$ cat src/rtl/alu8f_pkg.sv
// ----------------------------------------------------------------------------
// alu8f_pkg - shared definitions for the 8-bit ALU with flags
// Operation codes, flag bit positions and the beat structures passed
// between the top level and the ALU core.
// ----------------------------------------------------------------------------
package alu8f_pkg;

   localparam int unsigned OpWidth   = 5;
   localparam int unsigned DataWidth = 8;
   localparam int unsigned FlagWidth = 4;

   // Operation codes
   localparam logic [OpWidth-1:0] OP_ADD  = 5'd0;
   localparam logic [OpWidth-1:0] OP_ADC  = 5'd1;
   localparam logic [OpWidth-1:0] OP_SUB  = 5'd2;
   localparam logic [OpWidth-1:0] OP_SBC  = 5'd3;
   localparam logic [OpWidth-1:0] OP_AND  = 5'd4;
   localparam logic [OpWidth-1:0] OP_XOR  = 5'd5;
   localparam logic [OpWidth-1:0] OP_OR   = 5'd6;
   localparam logic [OpWidth-1:0] OP_CP   = 5'd7;
   localparam logic [OpWidth-1:0] OP_INC  = 5'd8;
   localparam logic [OpWidth-1:0] OP_DEC  = 5'd9;
   localparam logic [OpWidth-1:0] OP_RLCA = 5'd10;
   localparam logic [OpWidth-1:0] OP_RRCA = 5'd11;
   localparam logic [OpWidth-1:0] OP_RLA  = 5'd12;
   localparam logic [OpWidth-1:0] OP_RRA  = 5'd13;
   localparam logic [OpWidth-1:0] OP_DAA  = 5'd14;
   localparam logic [OpWidth-1:0] OP_CPL  = 5'd15;
   localparam logic [OpWidth-1:0] OP_SCF  = 5'd16;
   localparam logic [OpWidth-1:0] OP_CCF  = 5'd17;

   // Flag bit positions
   localparam int unsigned FLAG_Z = 3;
   localparam int unsigned FLAG_N = 2;
   localparam int unsigned FLAG_H = 1;
   localparam int unsigned FLAG_C = 0;

   // BCD correction constants
   localparam logic [DataWidth-1:0] DAA_HI_ADJ   = 8'h60;
   localparam logic [DataWidth-1:0] DAA_LO_ADJ   = 8'h06;
   localparam logic [DataWidth-1:0] DAA_HI_LIMIT = 8'h99;
   localparam logic [3:0]           DAA_LO_LIMIT = 4'h9;

   typedef struct packed {
      logic [OpWidth-1:0]   operation;
      logic [DataWidth-1:0] accumulator;
      logic [DataWidth-1:0] operand;
      logic [FlagWidth-1:0] flags_in;
   } alu_req_type;

   typedef struct packed {
      logic [DataWidth-1:0] result;
      logic [FlagWidth-1:0] flags_out;
   } alu_rsp_type;

endpackage

$ cat src/rtl/alu8f_core.sv
// ----------------------------------------------------------------------------
// alu8f_core - combinational 8-bit ALU datapath
// Computes the result and new Z/N/H/C flags for one operation beat.
// ----------------------------------------------------------------------------
module alu8f_core
   import alu8f_pkg::*;
(
   input  alu_req_type req,
   output alu_rsp_type rsp
);

   logic [DataWidth-1:0] a;
   logic [DataWidth-1:0] b;
   logic                 cy;
   logic                 use_cy;
   logic [DataWidth:0]   sum9;
   logic [4:0]           sum_lo;
   logic [DataWidth:0]   diff9;
   logic [4:0]           diff_lo;
   logic                 daa_hi;
   logic                 daa_lo;
   logic [DataWidth-1:0] daa_adj;
   logic [DataWidth-1:0] daa_res;
   logic [DataWidth-1:0] r;
   logic                 z_calc;
   logic [FlagWidth-1:0] f;

   assign a      = req.accumulator;
   assign b      = req.operand;
   assign cy     = req.flags_in[FLAG_C];
   assign use_cy = ((req.operation == OP_ADC) || (req.operation == OP_SBC)) ? cy : 1'b0;

   // Ninth and fifth bits carry out (add) or borrow (subtract)
   assign sum9    = {1'b0, a} + {1'b0, b} + {{DataWidth{1'b0}}, use_cy};
   assign sum_lo  = {1'b0, a[3:0]} + {1'b0, b[3:0]} + {4'b0, use_cy};
   assign diff9   = {1'b0, a} - {1'b0, b} - {{DataWidth{1'b0}}, use_cy};
   assign diff_lo = {1'b0, a[3:0]} - {1'b0, b[3:0]} - {4'b0, use_cy};

   // Decimal adjust
   always_comb begin
      if (!req.flags_in[FLAG_N]) begin
         daa_hi  = cy || (a > DAA_HI_LIMIT);
         daa_lo  = req.flags_in[FLAG_H] || (a[3:0] > DAA_LO_LIMIT);
         daa_adj = (daa_hi ? DAA_HI_ADJ : '0) | (daa_lo ? DAA_LO_ADJ : '0);
         daa_res = a + daa_adj;
      end else begin
         daa_hi  = cy;
         daa_lo  = req.flags_in[FLAG_H];
         daa_adj = (daa_hi ? DAA_HI_ADJ : '0) | (daa_lo ? DAA_LO_ADJ : '0);
         daa_res = a - daa_adj;
      end
   end

   always_comb begin
      r = a;
      f = req.flags_in;
      case (req.operation)
         OP_ADD, OP_ADC: begin
            r = sum9[DataWidth-1:0];
            f = '0;
            f[FLAG_H] = sum_lo[4];
            f[FLAG_C] = sum9[DataWidth];
         end
         OP_SUB, OP_SBC, OP_CP: begin
            // compare keeps the accumulator but flags follow the difference
            r = (req.operation == OP_CP) ? a : diff9[DataWidth-1:0];
            f = '0;
            f[FLAG_N] = 1'b1;
            f[FLAG_H] = diff_lo[4];
            f[FLAG_C] = diff9[DataWidth];
         end
         OP_AND: begin
            r = a & b;
            f = '0;
            f[FLAG_H] = 1'b1;
         end
         OP_XOR: begin
            r = a ^ b;
            f = '0;
         end
         OP_OR: begin
            r = a | b;
            f = '0;
         end
         OP_INC: begin
            r = a + 8'd1;
            f = '0;
            f[FLAG_H] = (a[3:0] == 4'hf);
            f[FLAG_C] = cy;
         end
         OP_DEC: begin
            r = a - 8'd1;
            f = '0;
            f[FLAG_N] = 1'b1;
            f[FLAG_H] = (a[3:0] == 4'h0);
            f[FLAG_C] = cy;
         end
         OP_RLCA: begin
            r = {a[DataWidth-2:0], a[DataWidth-1]};
            f = '0;
            f[FLAG_C] = a[DataWidth-1];
         end
         OP_RRCA: begin
            r = {a[0], a[DataWidth-1:1]};
            f = '0;
            f[FLAG_C] = a[0];
         end
         OP_RLA: begin
            r = {a[DataWidth-2:0], cy};
            f = '0;
            f[FLAG_C] = a[DataWidth-1];
         end
         OP_RRA: begin
            r = {cy, a[DataWidth-1:1]};
            f = '0;
            f[FLAG_C] = a[0];
         end
         OP_DAA: begin
            r = daa_res;
            f = '0;
            f[FLAG_N] = req.flags_in[FLAG_N];
            f[FLAG_C] = daa_hi;
         end
         OP_CPL: begin
            r = ~a;
            f[FLAG_N] = 1'b1;
            f[FLAG_H] = 1'b1;
         end
         OP_SCF: begin
            f[FLAG_N] = 1'b0;
            f[FLAG_H] = 1'b0;
            f[FLAG_C] = 1'b1;
         end
         OP_CCF: begin
            f[FLAG_N] = 1'b0;
            f[FLAG_H] = 1'b0;
            f[FLAG_C] = ~cy;
         end
         default: begin
            // unused codes pass accumulator and flags through
            r = a;
            f = req.flags_in;
         end
      endcase
   end

   // Z comes from the computed value except where it is kept or forced clear
   assign z_calc = (r == '0);

   always_comb begin
      rsp.result    = r;
      rsp.flags_out = f;
      case (req.operation)
         OP_ADD, OP_ADC, OP_AND, OP_XOR, OP_OR, OP_INC, OP_DEC, OP_DAA: begin
            rsp.flags_out[FLAG_Z] = z_calc;
         end
         OP_SUB, OP_SBC, OP_CP: begin
            rsp.flags_out[FLAG_Z] = (diff9[DataWidth-1:0] == '0);
         end
         OP_RLCA, OP_RRCA, OP_RLA, OP_RRA: begin
            rsp.flags_out[FLAG_Z] = 1'b0;
         end
         default: begin
            rsp.flags_out[FLAG_Z] = f[FLAG_Z];
         end
      endcase
   end

endmodule

$ cat src/rtl/cpu_8bit_alu_with_flags.sv
// ----------------------------------------------------------------------------
// cpu_8bit_alu_with_flags - 8-bit CPU ALU with Z/N/H/C flags
// Two-stage pipeline: input register, combinational ALU, result register.
// ----------------------------------------------------------------------------
// One operation is taken on every clock edge where start is high; busy is
// never asserted, so the block sustains one beat per cycle. Each result is
// registered in the input register and then the result register around the
// ALU logic, and appears on rsp_result and rsp_flags_out for exactly one
// cycle with rsp_valid high, in issue order.
// The receiver cannot hold results off and must sample them on that cycle.
module cpu_8bit_alu_with_flags
   import alu8f_pkg::*;
(
   input  logic                 clock,
   input  logic                 reset,
   input  logic                 start,
   output logic                 busy,
   input  logic [OpWidth-1:0]   req_operation,
   input  logic [DataWidth-1:0] req_accumulator,
   input  logic [DataWidth-1:0] req_operand,
   input  logic [FlagWidth-1:0] req_flags_in,
   output logic                 rsp_valid,
   output logic [DataWidth-1:0] rsp_result,
   output logic [FlagWidth-1:0] rsp_flags_out
);

   logic        stage_valid_ff;
   logic        stage_valid_in;
   alu_req_type stage_ff;
   alu_req_type stage_in;
   logic        rsp_valid_ff;
   logic        rsp_valid_in;
   alu_rsp_type rsp_ff;
   alu_rsp_type rsp_in;

   assign busy = 1'b0;

   assign stage_valid_in        = start && !busy;
   assign stage_in.operation    = req_operation;
   assign stage_in.accumulator  = req_accumulator;
   assign stage_in.operand      = req_operand;
   assign stage_in.flags_in     = req_flags_in;
   assign rsp_valid_in          = stage_valid_ff;

   alu8f_core u_core (
      .req (stage_ff),
      .rsp (rsp_in)
   );

   always_ff @(posedge clock) begin
      if (reset) begin
         stage_valid_ff <= 1'b0;
         rsp_valid_ff   <= 1'b0;
      end else begin
         stage_valid_ff <= stage_valid_in;
         rsp_valid_ff   <= rsp_valid_in;
      end
      // payload advances only with a live beat
      if (stage_valid_in) begin
         stage_ff <= stage_in;
      end
      if (rsp_valid_in) begin
         rsp_ff <= rsp_in;
      end
   end

   assign rsp_valid     = rsp_valid_ff;
   assign rsp_result    = rsp_ff.result;
   assign rsp_flags_out = rsp_ff.flags_out;

   // Every result beat traces back to an earlier start beat
   a_rsp_from_start: assert property (@(posedge clock) disable iff (reset)
      rsp_valid_ff |-> $past(start, 2))
      else $error("result beat without matching start");

   // Compare leaves the accumulator unchanged
   a_cp_keeps_acc: assert property (@(posedge clock) disable iff (reset)
      (stage_valid_ff && stage_ff.operation == OP_CP)
      |=> rsp_ff.result == $past(stage_ff.accumulator))
      else $error("compare altered the result");

   // Subtract-class operations always set N
   a_sub_sets_n: assert property (@(posedge clock) disable iff (reset)
      (stage_valid_ff && (stage_ff.operation == OP_SUB || stage_ff.operation == OP_SBC
                          || stage_ff.operation == OP_CP || stage_ff.operation == OP_DEC))
      |=> rsp_ff.flags_out[FLAG_N])
      else $error("subtract without N flag");

endmodule

$ cat config.mk
export PLATFORM = sky130hd
export DESIGN_NAME = cpu_8bit_alu_with_flags
export DESIGN_NICKNAME = d
export VERILOG_FILES = /design/src/rtl/alu8f_pkg.sv /design/src/rtl/alu8f_core.sv /design/src/rtl/cpu_8bit_alu_with_flags.sv
export SDC_FILE = /design/constraint.sdc
export NUM_CORES = 1
export LEC_CHECK = 0
export ABC_AREA = 0
export BUFFER_PORTS_ARGS = -buffer_cell sky130_fd_sc_hd__buf_2
export CAP_MARGIN = 20
export CORE_MARGIN = 1.5
export CORE_UTILIZATION = 40
export DETAILED_ROUTE_END_ITERATION = 10
export PLACE_DENSITY = 0.65
export SLEW_MARGIN = 20
export SYNTH_ARGS = -nofsm -noshare
export SYNTH_HDL_FRONTEND = slang
export SYNTH_HIERARCHICAL = 1
export SYNTH_SLANG_ARGS = --single-unit
$ cat constraint.sdc
create_clock -name clock -period 6.85 [get_ports clock]
set_input_delay 1.37 -clock clock [delete_from_list [all_inputs] [get_ports clock]]
set_output_delay 1.37 -clock clock [all_outputs]
set_load 0.02 [all_outputs]
==> flow_metrics.env <==
export IMPL_worstSetupPathType="flop to flop"
export IMPL_synth_edf_count=37
export IMPL_setup_violations_final=0
export IMPL_yosysSeqAreaShare=0.2986
export IMPL_cts_root_buf="clkbuf_8"
export IMPL_powerDensity_mw_per_mm2=207.6
export IMPL_required_ps=6980
export IMPL_hpwl_um=7832
export IMPL_fin_area_mm2=0.004222
export IMPL_peakVddDrop_v=0.00009053
export IMPL_area_growth_pct=9.510
export IMPL_synthFlopType="edfxtp_1"
export IMPL_cts_resized_gates=0
export IMPL_gp_congestion=0.9348
export IMPL_drv_cap=0
export IMPL_finalHoldViolations=0
export IMPL_htreeDepth=2
export IMPL_layout_setup_ws_ps=2582
export IMPL_fillers=927
export IMPL_ys_seq_elements=39
export IMPL_pre_cts_ws_ps=2688
export IMPL_finalWirelength_um=10590
export IMPL_synthCells=424
export IMPL_status="finished clean"
export IMPL_initial_core_util=0.4152
export IMPL_grt_start_max_net_pins=44
export IMPL_swShare=0.3573
export IMPL_clk_latency_ps=310
export IMPL_register_area_mm2=0.001151
export IMPL_dieArea_mm2=0.01024
export IMPL_slew_viol_final=0
export IMPL_grt_pass1_wl_um=17110
export IMPL_power_uw=876.4
export IMPL_post_cts_buffers=0
export IMPL_period_minus_slack_ps=4268
export IMPL_drive_above_1_share=0.1467
export IMPL_dr_pass1_iters=6
export IMPL_dr_total_vias=3415
export IMPL_worst_pin_slew_ps=808.1
export IMPL_antenna_found_initial=0
export IMPL_ff2ff_path_depth=15
export IMPL_cts_tree="yes"
export IMPL_finalSetupTns_ps=0
export IMPL_fin_nets=521
export IMPL_async_flop_share=0
export IMPL_pwr_share_seq=0.353
export IMPL_grt_ovfl_total=0
export IMPL_path_max_fanout=28
export IMPL_drt_vias_per_instance=5.898
export IMPL_first_iter_violations=512
export IMPL_syn_area_mm2=0.003855
export IMPL_diodes=0
export IMPL_post_drt_wl_per_cell_um=18.29
export IMPL_coreArea_mm2=0.009284
export IMPL_die_w_um=101.2
export IMPL_clock_path_buffers=2
export IMPL_cts_buffers=5
export IMPL_clk_pin_slew_worst_paths_ps=80
export IMPL_die_h_um=101.2
export IMPL_cp_end_kind="flop"
export IMPL_fin_skew_ps=6.041
export IMPL_relSlewSlack=0.4571
export IMPL_grt_pass1_vias=3252
export IMPL_hold_path_depth=0
export IMPL_track_usage=0.2171
export IMPL_syn_area_per_cell_um2=9.092
export IMPL_syn_nets=496
export IMPL_p_leak_nw=1.744
export IMPL_rsz0062_at_grt="no"
export IMPL_start_kind="flop"
export IMPL_hp_class="flop to flop"
export IMPL_io_pins=42
export IMPL_combPwrFrac=0.377
export IMPL_numPortBuffers=40
export IMPL_finalCritPeriodShare=0.6231
export IMPL_internal_power_uw=563.3
export IMPL_fmax_mhz=234.3
export IMPL_antenna_left=0
export IMPL_rows=35
export IMPL_synth_distinct_cells=68
export IMPL_p_sw_uw=313.1
export IMPL_drc=0
export IMPL_cts_hold_buf=0
export IMPL_multi_input_area_mm2=0.002422
export IMPL_clkSinkCount=39
export IMPL_dpl_cell_area_mm2=0.004089
export IMPL_critical_path_arrival_ps=4400
export IMPL_synth_warnings=6
export IMPL_clkPwrFrac=0.270
layout by cell type, fill, tap and decap left out, types with 4 or more instances in the layout:
master / n
o211ai_1: 4
a32oi_1: 5
o21ai_0: 22
buf_4: 5
mux2i_1: 6
nor3_1: 14
clkbuf_8: 5
and3_1: 5
nand3_1: 8
nand2b_1: 5
nand2_1: 25
fa_1: 5
a31oi_1: 5
a22oi_1: 6
nor2_1: 35
o21a_1: 6
a221oi_1: 5
buf_2: 40
xnor2_1: 14
edfxtp_1: 37
o22ai_1: 4
ha_1: 39
nor2b_1: 16
a211oi_1: 4
nand4_1: 5
a22o_1: 4
and3b_1: 5
a21oi_1: 25
inv_1: 31
xor2_1: 8
through the flow:
step / utilization / std cells / hold WS, ps
2_1_floorplan: - / 424 / 610.7
3_3_place_gp: 0.4404 / 571 / 683.5
3_5_place_dp: 0.4404 / 571 / 711.9
4_1_cts: 0.4547 / 579 / 732.5
5_1_grt: 0.4547 / 579 / 745.7
6_report: 0.4547 / 579 / 702.6
cell type report:
type                    instances  share of cell area
well taps                     129             0.03823
repair buffers                 45             0.05631
clock buffers                   6             0.01719
inverters                      31             0.02756
multi-input cells             327              0.5738
flip-flops and latches         39              0.2727
clock inverters                 2             0.01423
worst max-delay path, cell delays in order (launching register included):
cell	delay, ps
edfxtp_1	330
buf_4	280
nor2b_1	460
nand3_1	200
inv_1	110
fa_1	180
inv_1	60
fa_1	380
nand3b_1	220
a21oi_1	230
and3b_1	210
a2111oi_2	320
a21boi_1	200
o22ai_1	110
or4_1	560
o31ai_2	230
Yosys cell counts, drive strengths merged, types with 6 or more instances:
cell,instances,share of area
ha,39,0.13
edfxtp,37,0.29
nor2,35,0.034
inv,31,0.030
a21oi,26,0.037
nand2,25,0.024
o21ai,23,0.030
buf,17,0.033
nor2b,17,0.030
xnor2,15,0.036
nor3,14,0.018
clkbuf,10,0.010
nand3,8,0.010
xor2,8,0.018
a22oi,6,0.012
mux2i,6,0.016
nand2b,6,0.012
o21a,6,0.012
flip-flops by register name, summed over array words and instances, names as in the netlist:
signal	cells
rsp_flags_out	4
rsp_result	8
rsp_valid	1
rsp_valid_in	1
stage_ff	25
path summary, 6_finish.rpt:
path / startpoint / end / slack [ps]
setup reg to reg: stage_ff[20] / rsp_flags_out[3] / 2580
setup / recovery: stage_ff[20] / rsp_flags_out[3] / 2580
hold reg to reg: rsp_valid_in / rsp_flags_out[0] / 700
hold / removal: rsp_valid_in / rsp_flags_out[0] / 700
power groups by stage:
stage | registers [mW] | logic, mW | clock network, mW
6_report | 0.309 | 0.331 | 0.237
5_1_grt | 0.312 | 0.361 | 0.250
4_1_cts | 0.309 | 0.323 | 0.243
3_5_place_dp | 0.315 | 0.321 | 0
3_3_place_gp | 0.314 | 0.317 | 0
2_1_floorplan | 0.314 | 0.241 | 0
routing by layer:
metal  part of all wire  vias to the layer above  routed length [µm]  GRT usage
li1                   -                     1593                   -          -
met1               0.47                     1619                4925     0.3127
met2               0.44                      179                4658     0.3366
met3              0.078                       24                 825    0.04486
met4              0.017                        0                 181    0.04808
met5                  0                        -                   0          0
kinds of logic after synthesis:
logic type	Yosys count	synth area share
simple gates	134	0.1821
buf+inv	58	0.07302
flops	39	0.2986
xor+xnor	23	0.05421
mux	8	0.02142
other cells	1	0.0009728
compound gates	117	0.2171
fa+ha+maj	44	0.1525
No activity file was read; power rests on OpenSTA's default activity.
